`src/rtl/tcw_pkg.sv`:
```
// Shared types, constants and helpers of the text console writer.
// No dependencies; every other file of the block but tcw_ram imports this package.
package tcw_pkg;

  localparam int unsigned COLUMNS   = 80;
  localparam int unsigned ROWS      = 25;
  localparam int unsigned CELLS     = COLUMNS * ROWS;
  localparam int unsigned ADDR_W    = $clog2(CELLS);
  localparam int unsigned COL_W     = $clog2(COLUMNS);
  localparam int unsigned CUR_RAW_W = $clog2(CELLS + COLUMNS);
  localparam int unsigned CW        = (CUR_RAW_W > 11) ? CUR_RAW_W : 11;

  localparam logic [7:0] NEWLINE_BYTE = 8'd10;
  localparam logic [7:0] NUL_BYTE     = 8'd0;

  typedef enum logic [1:0] {
    OP_READ,
    OP_CHAR,
    OP_NEWLINE,
    OP_SKIP
  } op_kind_e;

  typedef struct packed {
    op_kind_e    kind;
    logic [7:0]  ch;
    logic [10:0] idx;
  } tcw_op_t;

  typedef enum logic [1:0] {
    ST_INIT,
    ST_IDLE,
    ST_READ,
    ST_CLEAR
  } back_state_e;

  // Logical cell to physical RAM address; the screen is a ring of rows starting at top.
  function automatic logic [ADDR_W-1:0] phys_addr(input logic [CW-1:0] cell_no,
                                                  input logic [CW-1:0] top);
    logic [CW:0] sum;
    sum = {1'b0, cell_no} + {1'b0, top};
    if (sum >= (CW+1)'(CELLS)) begin
      sum = sum - (CW+1)'(CELLS);
    end
    return ADDR_W'(sum);
  endfunction

endpackage

```
`src/rtl/tcw_queue.sv`:
```
// Two-entry queue of classified operations between the front and back parts.
// Depends on tcw_pkg.
module tcw_queue (
  input  logic             clk_i,
  input  logic             rst_ni,
  input  logic             push_i,
  input  tcw_pkg::tcw_op_t op_i,
  output logic             full_o,
  input  logic             pop_i,
  output logic             valid_o,
  output tcw_pkg::tcw_op_t op_o
);
  import tcw_pkg::*;

  tcw_op_t    slot_q [2];
  logic       wr_ptr_q, rd_ptr_q;
  logic [1:0] count_q;

  assign full_o  = (count_q == 2'd2);
  assign valid_o = (count_q != 2'd0);
  assign op_o    = slot_q[rd_ptr_q];

  always_ff @(posedge clk_i) begin
    if (push_i) begin
      slot_q[wr_ptr_q] <= op_i;
    end
  end

  always_ff @(posedge clk_i or negedge rst_ni) begin
    if (!rst_ni) begin
      wr_ptr_q <= 1'b0;
      rd_ptr_q <= 1'b0;
      count_q  <= 2'd0;
    end else begin
      if (push_i) begin
        wr_ptr_q <= !wr_ptr_q;
      end
      if (pop_i) begin
        rd_ptr_q <= !rd_ptr_q;
      end
      if (push_i && !pop_i) begin
        count_q <= count_q + 2'd1;
      end else if (pop_i && !push_i) begin
        count_q <= count_q - 2'd1;
      end
    end
  end

endmodule

```
`config.mk`:
```
export PLATFORM = sky130hd
export DESIGN_NAME = tcw_queue
export DESIGN_NICKNAME = d
export VERILOG_FILES = /design/src/rtl/tcw_pkg.sv /design/src/rtl/tcw_queue.sv
export SDC_FILE = /design/constraint.sdc
export NUM_CORES = 1
export LEC_CHECK = 0
export ABC_CLOCK_PERIOD_IN_PS = 2000
export BUFFER_PORTS_ARGS = -buffer_cell sky130_fd_sc_hd__buf_2
export CAP_MARGIN = 20
export CORE_AREA = 2 2 62 64
export CTS_BUF_LIST = sky130_fd_sc_hd__clkbuf_4 sky130_fd_sc_hd__clkbuf_8 sky130_fd_sc_hd__clkbuf_16
export DETAILED_ROUTE_END_ITERATION = 10
export DIE_AREA = 0 0 64 66
export PLACE_DENSITY_LB_ADDON = 0.3
export SYNTH_ARGS = -nofsm -noshare
export SYNTH_HDL_FRONTEND = slang
export SYNTH_SLANG_ARGS = --single-unit
export TNS_END_PERCENT = 50
```
`constraint.sdc`:
```
create_clock -name clk_i -period 2 [get_ports clk_i]
set_input_delay 0.4 -clock clk_i [delete_from_list [all_inputs] [get_ports clk_i]]
set_output_delay 0.4 -clock clk_i [all_outputs]
set_load 0.05 [all_outputs]
```
* Word-level counts from Yosys, hierarchy flattened
Memory sizes are Yosys's and may differ from the RTL's.
Index checks and enable logic that the tools add are counted.
** Operators by class
- Add/subtract/negate cells :: 2
- Equality and inequality tests :: 1
- Mux-type cells :: 4
- Reductions and logical operators :: 8
** Operators with widths (number)
- $logic_not 1->1 :: 4
- $mux 2 :: 2
- $reduce_bool 2->1 :: 2
- $add 2x1->2 const B :: 1
- $eq 2x2->1 const B :: 1
- $logic_and 1x1->1 :: 2
- $mux 1 :: 2
- $sub 2x1->2 const B :: 1
** Storage, ports and cells
- Bits in registers :: 4
- Bits in writable memories :: 42
- Word-level logic and storage cells :: 19
- Memories kept :: 1
** Memories
- slot_q :: depth 2, width 21, rd ports 1, clocked after Yosys merged registers in 0, wr ports 1, RTL line tcw_queue.sv:15 : tcw_op_t slot_q [2];

* Longest topological paths before layout
Gate-level depths: netlist of the first run.
- Depth after elaboration :: 4
- Mapped depth :: 5
- Mapped depth without buffers :: 5

* Least setup slack after synthesis of the first run
Ideal clock, no wire load.
- Path type :: input to register
- From :: input push_i
- To :: memory slot_q[0][0] (netlist bit), enable pin
- Setup time :: 0.401 ns
- Data arrival time :: 1.378 ns
- Required time :: 1.599 ns
- Setup slack :: 0.221 ns
- Stages :: 1
- Path buffers :: 0
- Cell sequence :: nor2b_1
** On the way
- Word-level cells in the longest chain between the ends :: 2
** Ends and longest elaborated chain
- start, declared :: RTL line tcw_queue.sv:6 : input logic push_i,
- $mux 1 :: RTL line tcw_queue.sv:24 : if (push_i) begin
- $mux 1 (implied by the code) :: RTL line tcw_queue.sv:25 : slot_q[wr_ptr_q] <= op_i;
- end, declared :: RTL line tcw_queue.sv:15
No other way between the ends.

==> qor.csv, run 1 <==
stage,metric,value,unit
synthesis,Synth area leader,edfxtp_1,
layout,layout net count,166,
grt,wire length of the first global-routing pass,4230,um
synthesis,Mapped Area,0.00171,mm2
floorplan,Die Y,66,um
grt,GRT overflow,0,
synthesis,share of flip-flops with an asynchronous set or reset,0.0870,
clocking,Worst-path clk slew,120,ps
setup_path,CP Data Required Time,1600,ps
layout,post-route design area,0.00212,mm2
synthesis,Post-Synth Adder-Cell Area,0.00732,
status,outcome,finished clean,
floorplan,Ports,48,
grt,antenna violations before repair,0,
grt,vias in the first global route,890,
clocking,# resized after CTS,0,
setup_path,Worst Path Max Fanout,14,
clocking,Post-CTS Setup Inserts,0,
synthesis,post-synthesis mux area share,0.138,
synthesis,XOR/XNOR Fraction of Synth Area,0.0256,
synthesis,sequential share of the synthesized area,0.796,
synthesis,simple-gate portion of the synthesized area,0.0168,
sta,RSZ-0062 raised after global routing,false,
setup_path,RR Endpoint,slot_q[1][18],
floorplan,FP Rows,22,
synthesis,synth top area cells,"edfxtp_1, mux2_2, dfrtp_1, xor2_1, buf_6",
sta,period utilization,0.954,
clocking,clock buffer count from CTS,5,
route,vias post-DR,879,
layout,synthesis-to-finish area growth,24.2,%
synthesis,Mean Syn Cell Area,21.1,um2
setup_path,worst r2r src,wr_ptr_q,
route,met2 routed wirelength,1370,um
synthesis,Commonest cells post-synth,"edfxtp_1, mux2_2, dfrtp_1, xor2_1",
placement,port bufs,47,
setup_path,CP startpoint kind,flop,
clocking,CTS tree,done,
setup_path,arrival time worst endpoint,1510,ps
pwr,Leak,0.835,nW
synthesis,number of flops mapped to enable cells by yosys,42,
sta,Worst-Margin Slew,258,ps
setup_path,Crit. End Element,output pin,
layout,ratio of cells with drive above 1 in the final layout,0.596,
clocking,TritonCTS Sinks,46,
setup_path,R2R depth,2,
worst_hold_path,HP Start,op_i[11],
synthesis,Syn Nets,107,
sta,final clock skew,6.37,ps
synthesis,top-count cell post-synth,edfxtp_1,
route,DRT met1 WL,1050,um
pwr,maximum VDD drop,0.000859,V
synthesis,Post-Synthesis Cells,81,
sta,fmax,0.524,GHz
route,wire per inst,14.0,um
floorplan,starting density of the core,0.481,
setup_path,FF-to-FF setup slack,920,ps
clocking,root cell of the clock tree,clkbuf_4,
route,DR iter-0 viols,28,
floorplan,DIE AREA,0.00422,mm2
worst_hold_path,Worst Hold Path Cells,1,
floorplan,Core Box Area,0.00355,mm2
synthesis,Synth Area in Compound Gates,0,
sta,slew margin rel.,0.829,
route,uppermost layer routed,met4,
job,max cap viols,0,
clocking,hold buffer count at cts,1,
synthesis,YS warnings,0,
layout,ANT cells,0,
synthesis,Netlist cell types,12,
clocking,Clock Latency Late Sink,350,ps
placement,RePlAce Congestion,0.614,
synthesis,Most used DFF post-synth,edfxtp_1,
synthesis,#FFs+latches synth,46,
route,met3 routed wirelength,172,um
route,Antenna Nets Post-Route,0,
pwr,PD cells,1600,mW/mm2
grt,pin count of the biggest net entering global routing,15,
sta,Setup-failing EPs final,0,
sta,crit path time final,1910,ps
grt,Total GRT Usage,0.143,
worst_hold_path,Hold Path Sink,slot_q[0][11],
placement,placed inst area,0.00203,mm2
route,Residual DRC,0,
clocking,Max clock buf depth,2,
clocking,H-tree levels,2,
worst_hold_path,Min-Delay Path Class,input port to flop,
sta,Final Hold Violating Endpoints,0,
synthesis,Yosys top cell area share,0.738,
route,Avg Vias per Cell,4.65,
route,final WL,2650,um
sta,Final TNS setup,0,ps
route,TritonRoute pass-1 iters,4,
synthesis,largest family of logic cells by synthesized area,multiplexers,
setup_path,kind of critical path,flop to output pin,
placement,post-DP HPWL,1900,um
floorplan,Die W,64,um
sta,Max Slew Vio Count,0,
==> critical path, stage by stage (launching register included) <==
cell and delay (ps):
dfrtp_1 360, buf_4 220, mux2_2 360, buf_2 210
==> cells by family after synthesis <==
group	after synthesis
XOR/XNOR	5
buffers and inverters	3
multiplexers	21
AND/OR/NAND/NOR	5
adder cells (fa/ha/maj)	1
flip-flops	46
==> power by group <==
group	switching, mW	total [mW]	internal [mW]
clock network	0.263	0.555	0.292
registers	0.0697	1.35	1.28
logic	1.04	1.48	0.441
total	1.37	3.39	2.02
==> cells in the final DEF, fill, tap and decap left out, drive strengths merged, types with 2 or more instances in the layout <==
cell	instances
buf	53
nor2b	2
clkbuf	7
mux2	21
dfrtp	4
xor2	4
edfxtp	42
==> how the worst max path moves through the flow <==
stage,startpoint,to,slack (ps),cells after the start
2_1_floorplan,push_i,slot_q[0][0],220,1
3_3_place_gp,rd_ptr_q,op_o[13],480,3
3_5_place_dp,rd_ptr_q,op_o[13],470,3
4_1_cts,rd_ptr_q,op_o[13],60,3
5_1_grt,rd_ptr_q,op_o[13],10,3
6_report,rd_ptr_q,op_o[13],90,3
==> layout make-up <==
type	count	area, um2
Clock inverter	1	30.0
Fill cell	279	1430
Multi-Input combinational cell	32	324
Inverter	1	3.75
Sequential cell	46	1360
Timing Repair Buffer	54	290
Clock buffer	7	52.6
Tap cell	48	60.1
==> routing by layer <==
metal | up-vias | GRT usage
met3 | 6 | 0.0630
met1 | 423 | 0.160
met4 | 0 | 0.0652
met5 | - | 0
li1 | 424 | -
met2 | 26 | 0.237
==> sequential cells by signal, summed over array words and instances, names as in the netlist <==
register  count
slot_q       42
count_q       2
rd_ptr_q      1
wr_ptr_q      1
==> through the flow <==
step	std cells	setup slack [ps]	hold WS (ps)	total power, mW	util
6_report	189	91.3	229	3.39	0.598
5_1_grt	189	13.6	198	3.56	0.598
4_1_cts	189	64.3	214	3.43	0.598
3_5_place_dp	180	467	217	2.88	0.572
3_3_place_gp	180	476	209	2.85	0.572
2_1_floorplan	81	221	104	2.55	-
Power figures use the tool's default switching activity.
==> inputs of run 2 (changes only) <==
--- a/config.mk
+++ b/config.mk
@@ -5,6 +5,7 @@
 export SDC_FILE = /design/constraint.sdc
 export NUM_CORES = 1
 export LEC_CHECK = 0
+export ABC_AREA = 1
 export ABC_CLOCK_PERIOD_IN_PS = 2000
 export BUFFER_PORTS_ARGS = -buffer_cell sky130_fd_sc_hd__buf_2
 export CAP_MARGIN = 20
==> run 2 against run 1 <==
  * Combinational power is essentially flat
  * Fmax shrank 1.2%
  * Non-clock buffer count is the same
  * Via count grew 7.1%
  * Utilization shrank 0.46 points
  * Synthesized cell count grew 11%
  * Synthesized area grew 1.0%
  * Cell count grew 4.8%
  * Clock-buffer cell count shrank 2
  * Routed wire length grew 5.7%
  * Critical endpoint is now op_o[1]
  * Largest cell class unchanged
==> qor.csv, run 2 <==
stage,metric,value,unit
layout,most frequent cells in the layout,"buf_2, edfxtp_1, mux2_2",
setup_path,worst path cell trace,buf_4 -> mux2_2 -> buf_2,
sta,Setup-failing EPs final,0,
sta,worst hold slack,233,ps
floorplan,starting density of the core,0.486,
clocking,Worst-path clk slew,110,ps
route,final WL,2800,um
sta,period utilization,0.966,
clocking,CTS tree,done,
route,DR iter-0 viols,17,
layout,ANT cells,0,
synthesis,#FFs+latches synth,46,
setup_path,RR Endpoint,slot_q[1][15],
sta,RSZ-0062 raised after global routing,false,
floorplan,Die W,64,um
setup_path,worst-path cell with the longest stage delay,dfrtp_1,
worst_hold_path,Min-Delay Path Class,input port to flop,
pwr,Final Power,3.24,mW
worst_hold_path,HP Start,op_i[9],
clocking,H-tree levels,2,
layout,max FFs per register,42,
sta,crit path time final,1930,ps
synthesis,share of flip-flops with an asynchronous set or reset,0.0870,
setup_path,arrival time worst endpoint,1530,ps
layout,largest registers,"slot_q (42), count_q (2)",
route,vias post-DR,941,
layout,largest reg by FF count,slot_q,
setup_path,CP Data Required Time,1600,ps
setup_path,CP startpoint kind,flop,
route,Antenna Nets Post-Route,0,
synthesis,Netlist cell types,12,
grt,GRT overflow,0,
setup_path,Worst Path Max Fanout,14,
layout,synthesis-to-finish area growth,22.0,%
sta,fmax,0.518,GHz
pwr,PD cells,1540,mW/mm2
synthesis,synth top area cells,"edfxtp_1, mux2_2, dfrtp_1, inv_1, buf_6",
setup_path,kind of critical path,flop to output pin,
floorplan,DIE AREA,0.00422,mm2
floorplan,Ports,48,
synthesis,Mapped Area,0.00173,mm2
route,Avg Vias per Cell,4.75,
synthesis,top-count cell post-synth,edfxtp_1,
clocking,Clock Latency Late Sink,340,ps
floorplan,Die Y,66,um
grt,Total GRT Usage,0.142,
setup_path,worst r2r src,wr_ptr_q,
grt,vias in the first global route,948,
pwr,Leak,0.849,nW
setup_path,Crit path largest cell delay,380,ps
route,TritonRoute pass-1 iters,3,
sta,slew margin rel.,0.814,
synthesis,number of flops mapped to enable cells by yosys,42,
placement,placed inst area,0.00205,mm2
route,wire per inst,14.1,um
synthesis,Mean Syn Cell Area,19.2,um2
route,Residual DRC,0,
sta,Final Hold Violating Endpoints,0,
layout,post-route design area,0.00211,mm2
synthesis,sequential share of the synthesized area,0.788,
synthesis,Yosys top cell area share,0.730,
setup_path,Top delay family on crit path,buffers and inverters,
layout,"commonest non-fill, non-tap cell in the layout",buf_2,
worst_hold_path,Hold Path Sink,slot_q[1][9],
layout,layout net count,175,
sta,Max Slew Vio Count,0,
setup_path,FF-to-FF setup slack,780,ps
synthesis,Most used DFF post-synth,edfxtp_1,
worst_hold_path,Worst Hold Path Cells,1,
pwr,maximum VDD drop,0.000655,V
layout,ratio of cells with drive above 1 in the final layout,0.533,
placement,post-DP HPWL,2040,um
sta,final clock skew,6.49,ps
job,max cap viols,0,
floorplan,Core Box Area,0.00355,mm2
sta,Worst-Margin Slew,279,ps
synthesis,YS warnings,0,
synthesis,Syn Nets,116,
sta,Final TNS setup,0,ps
synthesis,Commonest cells post-synth,"edfxtp_1, mux2_2, inv_1",
grt,wire length of the first global-routing pass,4260,um
synthesis,Post-Synthesis Cells,90,
clocking,root cell of the clock tree,clkbuf_4,
clocking,Max clock buf depth,2,
clocking,TritonCTS Sinks,46,
setup_path,R2R depth,3,
setup_path,Crit. End Element,output pin,
clocking,# resized after CTS,0,
setup_path,Bufs and invs on worst path,2,
placement,RePlAce Congestion,0.652,
synthesis,Synth area leader,edfxtp_1,
grt,antenna violations before repair,0,
grt,pin count of the biggest net entering global routing,15,
status,outcome,finished clean,
floorplan,FP Rows,22,
placement,port bufs,47,
layout,Layout Utilization,0.593,
clocking,clock buffer count from CTS,5,
==> run 2: changes by cell type in the layout (fill, tap and decap cells not counted), sizes merged, moves of 2 or more <==
cell / before / now
xor2: 4 / 2
nand2: 0 / 6
nor2b: 2 / 0
inv: 1 / 7
clkbuf: 7 / 5
clkinv: 0 / 3
==> run 2: layer usage <==
metal | vias up | wire, um | global-route usage
met1 | 457 | 1110 | 0.158
met4 | 0 | 46 | 0.0734
met3 | 5 | 134 | 0.0460
met2 | 26 | 1500 | 0.243
met5 | - | 0 | 0
li1 | 453 | - | -
==> run 2: how the worst max path moves through the flow <==
stage | startpoint | to | cells after the start
after global routing | rd_ptr_q | op_o[1] | 3
final | rd_ptr_q | op_o[1] | 3
after global placement | rd_ptr_q | op_o[13] | 3
after CTS | rd_ptr_q | op_o[1] | 3
after floorplan | push_i | slot_q[0][0] | 2
after detailed placement | rd_ptr_q | op_o[13] | 3
==> run 2: cell type report <==
| class | count | area (um2) |
|---|---|---|
| clock inverters | 3 | 11.3 |
| clock buffers | 5 | 37.5 |
| fillers | 284 | 1450 |
| well taps | 48 | 60.1 |
| flip-flops and latches | 46 | 1360 |
| repair buffers | 54 | 290 |
| multi-input cells | 35 | 319 |
| inverters | 7 | 26.3 |
==> run 2: cells by family (layout without fill, tap and decap cells) <==
group,after synthesis,in the layout,share of synthesized area
buffers and inverters,9,69,0.0283
adders and majority gates,1,1,0.00725
and+or+nand+nor,10,10,0.0239
xor gates and xnor gates,3,3,0.0152
DFF,46,46,0.788
muxes,21,21,0.137
==> run 2: report_power, final <==
group	total [mW]	switching [mW]	internal (mW)	leakage [nW]
combinational	1.50	1.07	0.433	0.380
clock	0.381	0.256	0.126	0.0277
sequential	1.35	0.0691	1.28	0.441
==> run 2: metrics by stage <==
| step | cells | setup slack (ps) |
|---|---|---|
| 6_report | 198 | 68.8 |
| 5_1_grt | 198 | 1.27 |
| 4_1_cts | 198 | 41.5 |
| 3_5_place_dp | 189 | 456 |
| 3_3_place_gp | 189 | 481 |
| 2_1_floorplan | 90 | 271 |
==> run 2: worst register-to-register path, stage by stage, from the launching register on <==
cell and delay (ps):
dfrtp_1 410, nand2_1 60, inv_1 220, buf_4 240
==> run 2: timing repair <==
item                                    CTS  global route
hold buffers                              1             0
buffers inserted                          0             0
hold endpoints to repair                  4             0
endpoints found under the setup margin    0             0
