### src/rtl/tcw_pkg.sv
// Shared types, constants and helpers of the text console writer.
// No dependencies; every other file of the block but tcw_ram imports this package.
package tcw_pkg;

  localparam int unsigned COLUMNS   = 80;
  localparam int unsigned ROWS      = 25;
  localparam int unsigned CELLS     = COLUMNS * ROWS;
  localparam int unsigned ADDR_W    = $clog2(CELLS);
  localparam int unsigned COL_W     = $clog2(COLUMNS);
  localparam int unsigned CUR_RAW_W = $clog2(CELLS + COLUMNS);
  localparam int unsigned CW        = (CUR_RAW_W > 11) ? CUR_RAW_W : 11;

  localparam logic [7:0] NEWLINE_BYTE = 8'd10;
  localparam logic [7:0] NUL_BYTE     = 8'd0;

  typedef enum logic [1:0] {
    OP_READ,
    OP_CHAR,
    OP_NEWLINE,
    OP_SKIP
  } op_kind_e;

  typedef struct packed {
    op_kind_e    kind;
    logic [7:0]  ch;
    logic [10:0] idx;
  } tcw_op_t;

  typedef enum logic [1:0] {
    ST_INIT,
    ST_IDLE,
    ST_READ,
    ST_CLEAR
  } back_state_e;

  // Logical cell to physical RAM address; the screen is a ring of rows starting at top.
  function automatic logic [ADDR_W-1:0] phys_addr(input logic [CW-1:0] cell_no,
                                                  input logic [CW-1:0] top);
    logic [CW:0] sum;
    sum = {1'b0, cell_no} + {1'b0, top};
    if (sum >= (CW+1)'(CELLS)) begin
      sum = sum - (CW+1)'(CELLS);
    end
    return ADDR_W'(sum);
  endfunction

endpackage

### src/rtl/tcw_front.sv
// Input side: accepts beats, tracks the stop-until-end-of-write flag and classifies each beat.
// Depends on tcw_pkg.
module tcw_front (
  input  logic             clk_i,
  input  logic             rst_ni,
  input  logic             in_valid_i,
  output logic             in_ready_o,
  input  logic             mode_i,
  input  logic [7:0]       char_in_i,
  input  logic [10:0]      cell_index_i,
  input  logic             end_of_write_i,
  input  logic             init_busy_i,
  input  logic             q_full_i,
  output logic             push_o,
  output tcw_pkg::tcw_op_t op_o
);
  import tcw_pkg::*;

  logic stopped_q, stopped_d;

  assign in_ready_o = !q_full_i && !init_busy_i;
  assign push_o     = in_valid_i && in_ready_o;

  always_comb begin
    stopped_d = stopped_q;
    op_o.ch   = char_in_i;
    op_o.idx  = cell_index_i;
    op_o.kind = OP_SKIP;
    if (mode_i) begin
      op_o.kind = OP_READ;
    end else begin
      if (!stopped_q) begin
        if (char_in_i == NUL_BYTE) begin
          op_o.kind = OP_SKIP;
          stopped_d = 1'b1;
        end else if (char_in_i == NEWLINE_BYTE) begin
          op_o.kind = OP_NEWLINE;
        end else begin
          op_o.kind = OP_CHAR;
        end
      end
      if (end_of_write_i) begin
        stopped_d = 1'b0;
      end
    end
  end

  always_ff @(posedge clk_i or negedge rst_ni) begin
    if (!rst_ni) begin
      stopped_q <= 1'b0;
    end else if (push_o) begin
      stopped_q <= stopped_d;
    end
  end

endmodule

### config.mk
export PLATFORM = sky130hd
export DESIGN_NAME = tcw_front
export DESIGN_NICKNAME = d
export VERILOG_FILES = /design/src/rtl/tcw_pkg.sv /design/src/rtl/tcw_front.sv
export SDC_FILE = /design/constraint.sdc
export NUM_CORES = 1
export LEC_CHECK = 0
export BUFFER_PORTS_ARGS = -buffer_cell sky130_fd_sc_hd__buf_2
export CAP_MARGIN = 10
export CORE_AREA = 2 2 39 41
export CTS_BUF_LIST = sky130_fd_sc_hd__clkbuf_2
export DETAILED_ROUTE_END_ITERATION = 10
export DIE_AREA = 0 0 41 43
export HOLD_SLACK_MARGIN = 0.05
export PLACE_DENSITY = 0.63
export SLEW_MARGIN = 5
export SYNTH_ARGS = -nofsm -noshare
export SYNTH_HDL_FRONTEND = slang
export SYNTH_SLANG_ARGS = --single-unit
### constraint.sdc
create_clock -name clk_i -period 0.9 [get_ports clk_i]
set_input_delay 0.135 -clock clk_i [delete_from_list [all_inputs] [get_ports clk_i]]
set_output_delay 0.135 -clock clk_i [all_outputs]
set_load 0.01 [all_outputs]
Word level (Yosys, flattened, before mapping)
Index checks and enable logic that the tools add are counted.

Register bits: 1. Input bits: 26. Output and inout bits: 23. Logic and storage cells: 16.

Eq/ne operators: 1. Mux-type cells: 7. Bitwise logic cells: 1. Reduce and logical (&&, ||, !) cells: 6.

Operators by type and width (count): $eq A8 B4 Y1 const B (1); $logic_not A8 Y1 (1); $mux W2 (4); $mux W1 (3); $logic_and A1 B1 Y1 (2); $logic_not A1 Y1 (2); $reduce_and A2 Y1 (1); $not A1 Y1 (1).

Depth between registers and ports, before layout
Gate-level depths: netlist of the first run.

Word-level depth: 5. Mapped depth: 3. Gate-level depth less buffers: 3.

Worst setup path after synthesis of the first run
No wires, ideal clock.

Kind: input port to output port. Start: input char_in_i[5]. End: output op_o[20] in the netlist's numbering. Data arrival time: 694 ps. Required time: 765 ps. Slack: 71 ps. Stages: 3. Path buffers: 0. Path through: nor4_4 -> a31oi_1 -> nor2_1.

RTL lines: start, declared (RTL line tcw_front.sv:9) `input logic [7:0] char_in_i,`; end, declared (RTL line tcw_front.sv:15) `output tcw_pkg::tcw_op_t op_o`.

==> metrics.md, run 1 <==
| Metric | Value |
|---|---|
| Status | `complete, but fails checks` |
| Failing checks | `setup timing` |
| Most flops, register | `stopped_q` |
| Post-CTS setup buffer count | `0` |
| TritonRoute pass-1 iters | `1` |
| Hold Path Class | `in2out` |
| Worst EP required | `0.76 ns` |
| Switching part of the total | `34.03%` |
| Final worst slack | `-0.1087 ns` |
| Slew headroom | `82.66%` |
| Top Ports | `49` |
| Total grt overflow | `0` |
| Worst-Margin Slew | `0.2582 ns` |
| Combinational share of power | `71.8%` |
| Critical R2R Launch | `stopped_q` |
| Critical path startpoint category | `input port` |
| Critical Path Start | `char_in_i[4]` |
| Via count | `221` |
| Iter 0 DRT Violations | `0` |
| Post-synthesis mux area share | `0%` |
| Synth Area in XOR/XNOR | `3.167%` |
| Seq/Total Area, Yosys | `9.050%` |
| Placed insts | `58` |
| Clk_lat worst skew | `0 ns` |
| Critical path fanouts, max | `3` |
| Yosys reg bits | `1` |
| Layout area overhead | `13.57%` |
| Placer Congestion | `0.5208` |
| Initial Util | `19.98%` |
| WS Path Type | `in2out` |
| Commonest non-fill, non-tap cell in the layout | `buf_2` |
| Vias in the first global route | `178` |
| Final hold violations | `0` |
| R2R depth | `2` |
| # diodes | `0` |
| Mean Syn Cell Area | `8.133 um2` |
| Most frequent cells in the layout | `24 x buf_2, 5 x nor2_1, 2 x a31oi_1, 2 x buf_6` |
| PwrDens | `526.0 nW/um2` |
| Syn Nets | `60` |
| Pint | `109.0 uW` |
| Clock power share | `0%` |
| First-pass GRT wire length | `703 um` |
| HPWL Detailed | `505.8 um` |
| Synth Area in Adders | `0%` |
| Fin. max-slew vios | `0` |
| Initial antenna violation count | `0` |
| Nets@finish | `71` |
| Final setup vio count | `3` |
| Synth Area in Simple Gates | `26.70%` |
| Worst IR drop on VDD | `203.7 uV` |
| Final ANT Viol Nets | `0` |
| Beginning of the worst hold path | `cell_index_i[0]` |
| Layout Skew | `0 ns` |
| Drt total wl | `536 um` |
| Die X | `41 um` |
| Setup tns final | `-0.1575 ns` |
| Vias per inst | `3.746` |
| Yosys cell types | `11` |
| Drc violations | `0` |
| CP Capture Type | `primary output` |
| Layout cells sized above 1 | `67.44%` |
| Largest net degree at the start of global routing | `5` |
| Setup WS pre-CTS | `-0.1464 ns` |
| Biggest regs | `stopped_q: 1 flops` |
| Die span in y | `43 um` |
| Final period utilization | `112.1%` |
| LEAKAGE | `0.0001669 uW` |
| Port bufs | `26` |
| Row count | `14` |
| Max Fclk | `991.4 MHz` |
| Gr usage total | `5.305%` |
| Largest register FFs | `1` |
| Psw | `56.21 uW` |
| Wire per inst | `9.085 um` |
| Worst hold path cell count | `0` |
| Synth warn | `0` |
| Max Cap Viol | `0` |
| RSZ-0062 raised after global routing | `true` |
| Mapped Area | `276.5 um2` |
| Die area | `1763 um2` |
| Min Tclk post-route | `1.009 ns` |
| Final hold slack | `0.2700 ns` |
| WP data arrival | `0.87 ns` |
| Main combinational cell family by area after synthesis | `buffers and inverters` |
| Core region area | `1384 um2` |
| Synth Instances | `34` |
| Compound-Gate Fraction of Synth Area | `9.502%` |
| Sequential Power Share | `28.2%` |
| Finished Layout Cells | `59` |
## worst max-delay path: stages
cell	delay [ns]
buf_6	0.10
nor4_4	0.31
a31oi_1	0.12
nor2_1	0.09
buf_2	0.13
## layer usage
metal | share of wire (%) | global-route usage (%)
met5 | 0 | 0
met4 | 0 | 1.333
met3 | 20 | 1.047
met2 | 52 | 9.688
met1 | 28 | 5.732
## Yosys cell counts
library cell / number / share of area, %
and2_1: 1 / 2.3
buf_4: 19 / 52
xnor2_1: 1 / 3.2
nor4_4: 1 / 7.7
a21oi_1: 1 / 1.8
dfrtp_1: 1 / 9.0
nor2_1: 5 / 6.8
nor4b_4: 1 / 8.6
a31oi_1: 2 / 4.5
a41oi_1: 1 / 3.2
nand2_1: 1 / 1.4
## path summary, 6_finish.rpt
kind / end / slack (ns)
min in group asynchronous: stopped_q / 0.44
setup reg to reg: stopped_q / 0.17
setup / recovery: op_o[20] / -0.11
hold / removal: op_o[0] / 0.27
hold reg to reg: stopped_q / 0.57
max in group asynchronous: stopped_q / 0.37
## final cells by class
class                   count  area (um2)
fillers                   160        1070
well taps                  16       20.02
repair buffers             28       160.2
flip-flops and latches      1       25.02
multi-input cells          14       108.9
## power groups by stage
| stage | sequential, uW | clock (uW) | combinational, uW |
|---|---|---|---|
| 2_1_floorplan | 46.5 | 0 | 112 |
| 3_3_place_gp | 46.5 | 0 | 110 |
| 3_5_place_dp | 46.5 | 0 | 112 |
| 4_1_cts | 46.5 | 0 | 121 |
| 5_1_grt | 46.6 | 0 | 133 |
| 6_report | 46.5 | 0 | 119 |
## cell families after synthesis
kind of cell,after synthesis
simple gates,9
buf+inv,19
xor+xnor,1
compound gates,4
flops,1
## stage by stage
step | cell area [um2] | utilization, % | power, uW
global route | 314.1 | 22.69 | 179.4
finish | 314.1 | 22.69 | 165.2
detailed placement | 291.5 | 21.07 | 158.4
CTS | 314.1 | 22.69 | 167.9
floorplan | 276.5 | - | 158.2
global placement | 291.5 | 21.07 | 156.4
## repair_timing
action | in CTS | in global routing
setup endpoints to repair | 3 | 3
resized for setup | 3 | 0
cloned | 0 | 0
endpoints found under the hold margin | 1 | 0
hold buffers | 1 | 0
pin swaps | 4 | 4
(Power assumes the default switching activity.)
==> run 2: changes to the inputs <==
--- a/config.mk
+++ b/config.mk
@@ -7,12 +7,13 @@
 export LEC_CHECK = 0
 export BUFFER_PORTS_ARGS = -buffer_cell sky130_fd_sc_hd__buf_2
 export CAP_MARGIN = 10
-export CORE_AREA = 2 2 39 41
+export CELL_PAD_IN_SITES_DETAIL_PLACEMENT = 1
+export CELL_PAD_IN_SITES_GLOBAL_PLACEMENT = 2
+export CORE_UTILIZATION = 10
 export CTS_BUF_LIST = sky130_fd_sc_hd__clkbuf_2
 export DETAILED_ROUTE_END_ITERATION = 10
-export DIE_AREA = 0 0 41 43
 export HOLD_SLACK_MARGIN = 0.05
-export PLACE_DENSITY = 0.63
+export PLACE_DENSITY = 0.74
 export SLEW_MARGIN = 5
 export SYNTH_ARGS = -nofsm -noshare
 export SYNTH_HDL_FRONTEND = slang
==> run 2 against run 1 <==
The flow still finishes with violations (setup timing). Worst setup slack worse by 0.014 ns. Final area is 14% higher. First-iteration DRC count increased by 1. Die area grew 69%. Register-to-register slack barely moved. Sequential share of layout area decreased by 0.98 points. Sequential power about the same. Worst hold slack did not move. Fmax is 1.4% lower. Sequential cell count unchanged. Combinational power rose by 8%. Critical path type unchanged.
==> metrics.md, run 2 (synthesis gave the netlist of run 1 again) <==
| Metric | Value |
|---|---|
| Vias per inst | `3.320 (-11%)` |
| TritonRoute pass-1 iters | `2 (+1)` |
| # fillers | `315 (+97%)` |
| Worst IR drop on VDD | `149.9 uV (-26%)` |
| Core region area | `2545 um2 (+84%)` |
| Vias in the first global route | `219 (+23%)` |
| CP top delay family | `buffers and inverters` |
| CP max-delay cell | `nor4_4` |
| Status | `complete, but fails checks` |
| WP buf/inv | `3 (+1)` |
| Most frequent cells in the layout | `24 x buf_2, 5 x nor2_1, 3 x buf_4` |
| Final setup vio count | `3 (unchanged)` |
| Final worst slack | `-0.1231 ns (-0.01434 ns)` |
| Drc violations | `0 (unchanged)` |
| Drt total wl | `675 um (+26%)` |
| WP data arrival | `0.89 ns (+0.02 ns)` |
| Via count | `249 (+13%)` |
| Initial Util | `10.87% (-9.1 points)` |
| Gr usage total | `4.214% (-1.1 points)` |
| Max Fclk | `977.5 MHz (-1.4%)` |
| Layout cells sized above 1 | `73.33% (+5.9 points)` |
| Final period utilization | `113.7% (+1.6 points)` |
| Placer Congestion | `0.6384 (+23%)` |
| Worst EP required | `0.76 ns (about the same)` |
| Port bufs | `26 (unchanged)` |
| Worst-Margin Slew | `0.2691 ns (+0.01091 ns)` |
| Max incr delay on CP | `0.28 ns (-0.03 ns)` |
| Final hold violations | `0 (unchanged)` |
| Top Ports | `49 (unchanged)` |
| Clk_lat worst skew | `0 ns (unchanged)` |
| Initial antenna violation count | `0 (unchanged)` |
| RSZ-0062 raised after global routing | `true` |
| Row count | `18 (+4)` |
| Commonest non-fill, non-tap cell in the layout | `buf_2` |
| First-pass GRT wire length | `924 um (+31%)` |
| Iter 0 DRT Violations | `1 (+1)` |
| Largest register FFs | `1 (unchanged)` |
| Critical path startpoint category | `input port` |
| Die span in y | `54.59 um (+27%)` |
| # diodes | `0 (unchanged)` |
| Biggest regs | `stopped_q: 1 flops` |
| Setup WS pre-CTS | `-0.1802 ns (-0.03370 ns)` |
| Fin. max-slew vios | `0 (unchanged)` |
| WS Path Type | `in2out` |
| Nets@finish | `73 (+2.8%)` |
| Max Cap Viol | `0 (unchanged)` |
| Total grt overflow | `0 (unchanged)` |
| Final hold slack | `0.2700 ns (unchanged)` |
| PwrDens | `491.5 nW/um2 (-6.6%)` |
| CP cell instances | `buf_6 > nor4_4 > buf_4 > a31oi_1 > buf_2` |
| Layout area overhead | `29.41%` |
| Largest net degree at the start of global routing | `5 (unchanged)` |
| Failing checks | `setup timing` |
| Wire per inst | `9.000 um (-0.93%)` |
| Most flops, register | `stopped_q` |
| Final ANT Viol Nets | `0 (unchanged)` |
| LEAKAGE | `0.0001771 uW (+6.1%)` |
| Hold Path Class | `in2out` |
| Slew headroom | `81.99% (-0.67 points)` |
| Die area | `2980 um2 (+69%)` |
| Layout Skew | `0 ns (unchanged)` |
| Min Tclk post-route | `1.023 ns (+0.01434 ns)` |
| Die X | `54.59 um (+33%)` |
| CP Capture Type | `primary output` |
| Critical path fanouts, max | `2 (-1)` |
-- run 2: cell count changes in the layout (fill, tap and decap cells not counted), sizes merged --
cell / delta
buf: +2
-- run 2: layer usage --
layer,global-route usage [%],vias up,share of wire [%]
li1,-,119,-
met1,4.870,111,35
met2,7.430,19,46
met3,1.667,0,19
met4,0.4274,0,0
met5,0,-,0
-- run 2: final timing paths --
| kind | startpoint | endpoint | slack, ns | depth (start not counted) |
|---|---|---|---|---|
| worst max-delay path | char_in_i[4] | op_o[19] | -0.12 | 5 |
| worst min-delay path | cell_index_i[10] | op_o[10] | 0.27 | 0 |
| worst max register to register | stopped_q | stopped_q | 0.18 | 2 |
| worst min register to register | stopped_q | stopped_q | 0.55 | 2 |
| max in group asynchronous | rst_ni | stopped_q | 0.35 | 2 |
| min in group asynchronous | rst_ni | stopped_q | 0.47 | 2 |
-- run 2: power by group --
part	switching (uW)	leakage (uW)	internal, uW	total (uW)
sequential	0.373	0.0000140	46.2	46.6
clock	0	0	0	0
combinational	62.1	0.000163	67.2	129
-- run 2: stage by stage --
step	area (um2)	util [%]	std cells	power [uW]	setup TNS [ns]
3_5_place_dp	316.6	12.44	73	164.4	-0.3167
2_1_floorplan	276.5	-	34	158.2	0
4_1_cts	354.1	13.91	75	177.4	-0.3585
5_1_grt	357.8	14.06	75	190.1	-0.4830
3_3_place_gp	316.6	12.44	73	163.3	-0.2436
6_report	357.8	14.06	75	175.9	-0.2963
-- run 2: final cells by class --
cell class                 count  area [um2]  area share, %
timing repair buffer          30       175.2          48.95
multi-input combinational     14       120.1          33.57
tap                           30       37.54          10.49
sequential                     1       25.02          6.993
-- run 2: timing repair --
item	in CTS	in global routing
gates resized for setup	3	1
buffers inserted	1	0
endpoints found under the hold margin	1	0
pin swaps	3	4
endpoints found under the setup margin	3	3
hold buffers	1	0
==> run 3: changes to the inputs <==
--- a/config.mk
+++ b/config.mk
@@ -5,7 +5,7 @@
 export SDC_FILE = /design/constraint.sdc
 export NUM_CORES = 1
 export LEC_CHECK = 0
-export BUFFER_PORTS_ARGS = -buffer_cell sky130_fd_sc_hd__buf_2
+export BUFFER_PORTS_ARGS = -buffer_cell sky130_fd_sc_hd__buf_4
 export CAP_MARGIN = 10
 export CELL_PAD_IN_SITES_DETAIL_PLACEMENT = 1
 export CELL_PAD_IN_SITES_GLOBAL_PLACEMENT = 2
==> run 3 against run 2 <==
The run still ends with setup timing left. Fmax shrank 0.74%. Die area stayed put. Combinational power rose by 35%. Core utilization rose by 3.8 points. Largest cell class unchanged. Sequential power is essentially flat. Largest power group unchanged. Worst hold slack is the same. Highest routed layer unchanged.
==> metrics.md, run 3 (synthesis gave the netlist of run 1 again) <==
| Metric | Value |
|---|---|
| Status | `complete, but fails checks` |
| Failing checks | `setup timing` |
| Finished Layout Cells | `78 (+4.0%)` |
| Hold Path Class | `in2out` |
| Worst hold path cell count | `0 (unchanged)` |
| Min Tclk post-route | `1.031 ns (+0.007622 ns)` |
| CP max-delay cell | `nor4_4` |
| Slew headroom | `82.21% (+0.23 points)` |
| Vias in the first global route | `225 (+2.7%)` |
| Area post-placement | `389.1 um2 (+23%)` |
| PwrDens | `485.8 nW/um2 (-1.2%)` |
| Core region area | `2545 um2 (unchanged)` |
| CP Capture Type | `primary output` |
| Switching part of the total | `30.56% (-5.0 points)` |
| Initial Util | `10.87% (unchanged)` |
| First-pass GRT wire length | `972 um (+5.2%)` |
| Die area | `2980 um2 (unchanged)` |
| Vias per inst | `3.385 (+1.9%)` |
| Biggest regs | `stopped_q: 1 flops` |
| Critical path startpoint category | `input port` |
| Largest register FFs | `1 (unchanged)` |
| Psw | `67.43 uW (+7.9%)` |
| R2R depth | `2 (unchanged)` |
| Most frequent cells in the layout | `28 x buf_4, 4 x nor2_1, 3 x buf_6` |
| Setup WS pre-CTS | `-0.1536 ns (+0.02653 ns)` |
| Via count | `264 (+6.0%)` |
| Commonest non-fill, non-tap cell in the layout | `buf_4` |
| Sequential Power Share | `21.1% (-5.4 points)` |
| Worst EP required | `0.76 ns (about the same)` |
| Pint | `153.2 uW (+35%)` |
| Worst-Margin Slew | `0.2648 ns (-0.004255 ns)` |
| Drt total wl | `740 um (+9.6%)` |
| CP cell instances | `buf_8 > nor4_4 > a31oi_1 > nor2_1 > buf_4` |
| Final hold violations | `0 (unchanged)` |
| Total grt overflow | `0 (unchanged)` |
| Layout Skew | `0 ns (unchanged)` |
| Largest net degree at the start of global routing | `5 (unchanged)` |
| Port bufs | `26 (unchanged)` |
| Max Cap Viol | `0 (unchanged)` |
| Layout area overhead | `64.25%` |
| Max incr delay on CP | `0.32 ns (+0.04 ns)` |
| Reg2Reg Capture Point | `stopped_q` |
| Max Fclk | `970.2 MHz (-0.74%)` |
| Most flops, register | `stopped_q` |
| Clock power share | `0% (unchanged)` |
| Fin area | `454.2 um2 (+27%)` |
| Fin. max-slew vios | `0 (unchanged)` |
| CP top delay family | `simple AND/OR/NAND/NOR gates` |
| WP buf/inv | `2 (-1)` |
| Top Ports | `49 (unchanged)` |
| Min-Delay Endpoint | `op_o[10]` |
| WP data arrival | `0.90 ns (about the same)` |
| # diodes | `0 (unchanged)` |
| Die X | `54.59 um (unchanged)` |
| Placer Congestion | `0.6594 (+3.3%)` |
| R2R setup slack | `0.18 ns (about the same)` |
| Design Power | `220.6 uW (+25%)` |
| Worst IR drop on VDD | `139.0 uV (-7.3%)` |
| Critical path fanouts, max | `3 (+1)` |
| Wire per inst | `9.487 um (+5.4%)` |
| Combinational share of power | `78.9% (+5.4 points)` |
| Row count | `18 (unchanged)` |
| RSZ-0062 raised after global routing | `true` |
| Critical R2R Launch | `stopped_q` |
| Final period utilization | `114.5% (+0.85 points)` |
| TritonRoute pass-1 iters | `3 (+1)` |
| Final worst slack | `-0.1307 ns (-0.007622 ns)` |
| Drc violations | `0 (unchanged)` |
| Clk_lat worst skew | `0 ns (unchanged)` |
| WS Path Type | `in2out` |
| Layout cells sized above 1 | `77.08% (+3.8 points)` |
| Gr usage total | `4.387% (+0.17 points)` |
| Final setup vio count | `3 (unchanged)` |
| Initial antenna violation count | `0 (unchanged)` |
| Placed insts | `74 (+1.4%)` |
| Final ANT Viol Nets | `0 (unchanged)` |
| Register area | `25.02 um2 (unchanged)` |
| Iter 0 DRT Violations | `1 (unchanged)` |
| # fillers | `304 (-3.5%)` |
| Nets@finish | `76 (+4.1%)` |
| Critical Path Stages | `5 (unchanged)` |
| Multi-input logic area | `122.6 um2 (+2.1%)` |
| Die span in y | `54.59 um (unchanged)` |
| LEAKAGE | `0.0002145 uW (+21%)` |
| Beginning of the worst hold path | `cell_index_i[10]` |
-- run 3: worst max path at each step --
| stage | endpoint | start | slack, ns |
|---|---|---|---|
| after floorplan | op_o[20] | char_in_i[5] | 0.07 |
| after global placement | op_o[20] | char_in_i[5] | -0.15 |
| after detailed placement | op_o[20] | char_in_i[5] | -0.15 |
| after CTS | op_o[20] | char_in_i[6] | -0.14 |
| after global routing | op_o[20] | char_in_i[5] | -0.19 |
| final | op_o[20] | char_in_i[5] | -0.13 |
-- run 3: through the flow --
step	util (%)	hold slack, ns	TNS (ns)
3_5_place_dp	15.29	-0.08860	-0.3114
4_1_cts	16.52	0.2701	-0.2409
5_1_grt	17.85	0.2700	-0.4548
2_1_floorplan	-	-0.1606	0
6_report	17.85	0.2700	-0.3006
3_3_place_gp	15.29	-0.08898	-0.2621
-- run 3: area by class of cell --
cell class                      instances  area share (%)
Timing Repair Buffer                   33           59.23
Multi-Input combinational cell         14           27.00
Tap cell                               30           8.264
Sequential cell                         1           5.510
-- run 3: per-layer routing --
metal / track usage (%) / vias to the layer above / part of all wire (%)
li1: - / 123 / -
met1: 5.691 / 122 / 36
met2: 7.229 / 19 / 49
met3: 1.389 / 0 / 15
met4: 0.4274 / 0 / 0
met5: 0 / - / 0
-- run 3: power groups by stage --
stage	clock, uW	sequential (uW)	combinational, uW
CTS	0	46.5	167
floorplan	0	46.5	112
global placement	0	46.5	152
finish	0	46.6	174
detailed placement	0	46.5	154
global route	0	46.7	189
-- run 3: worst reg2reg max path, stage by stage, from the launching register on --
cell and delay [ns]:
dfrtp_1 0.38, a41oi_2 0.17, a21oi_2 0.04
-- run 3: timing repair --
item | 4_1_cts | 5_1_grt
hold endpoints to repair | 1 | 0
pin swaps | 6 | 4
setup buffers | 1 | 2
hold buffers | 1 | 0
setup endpoints to repair | 3 | 3
resized for setup | 4 | 4
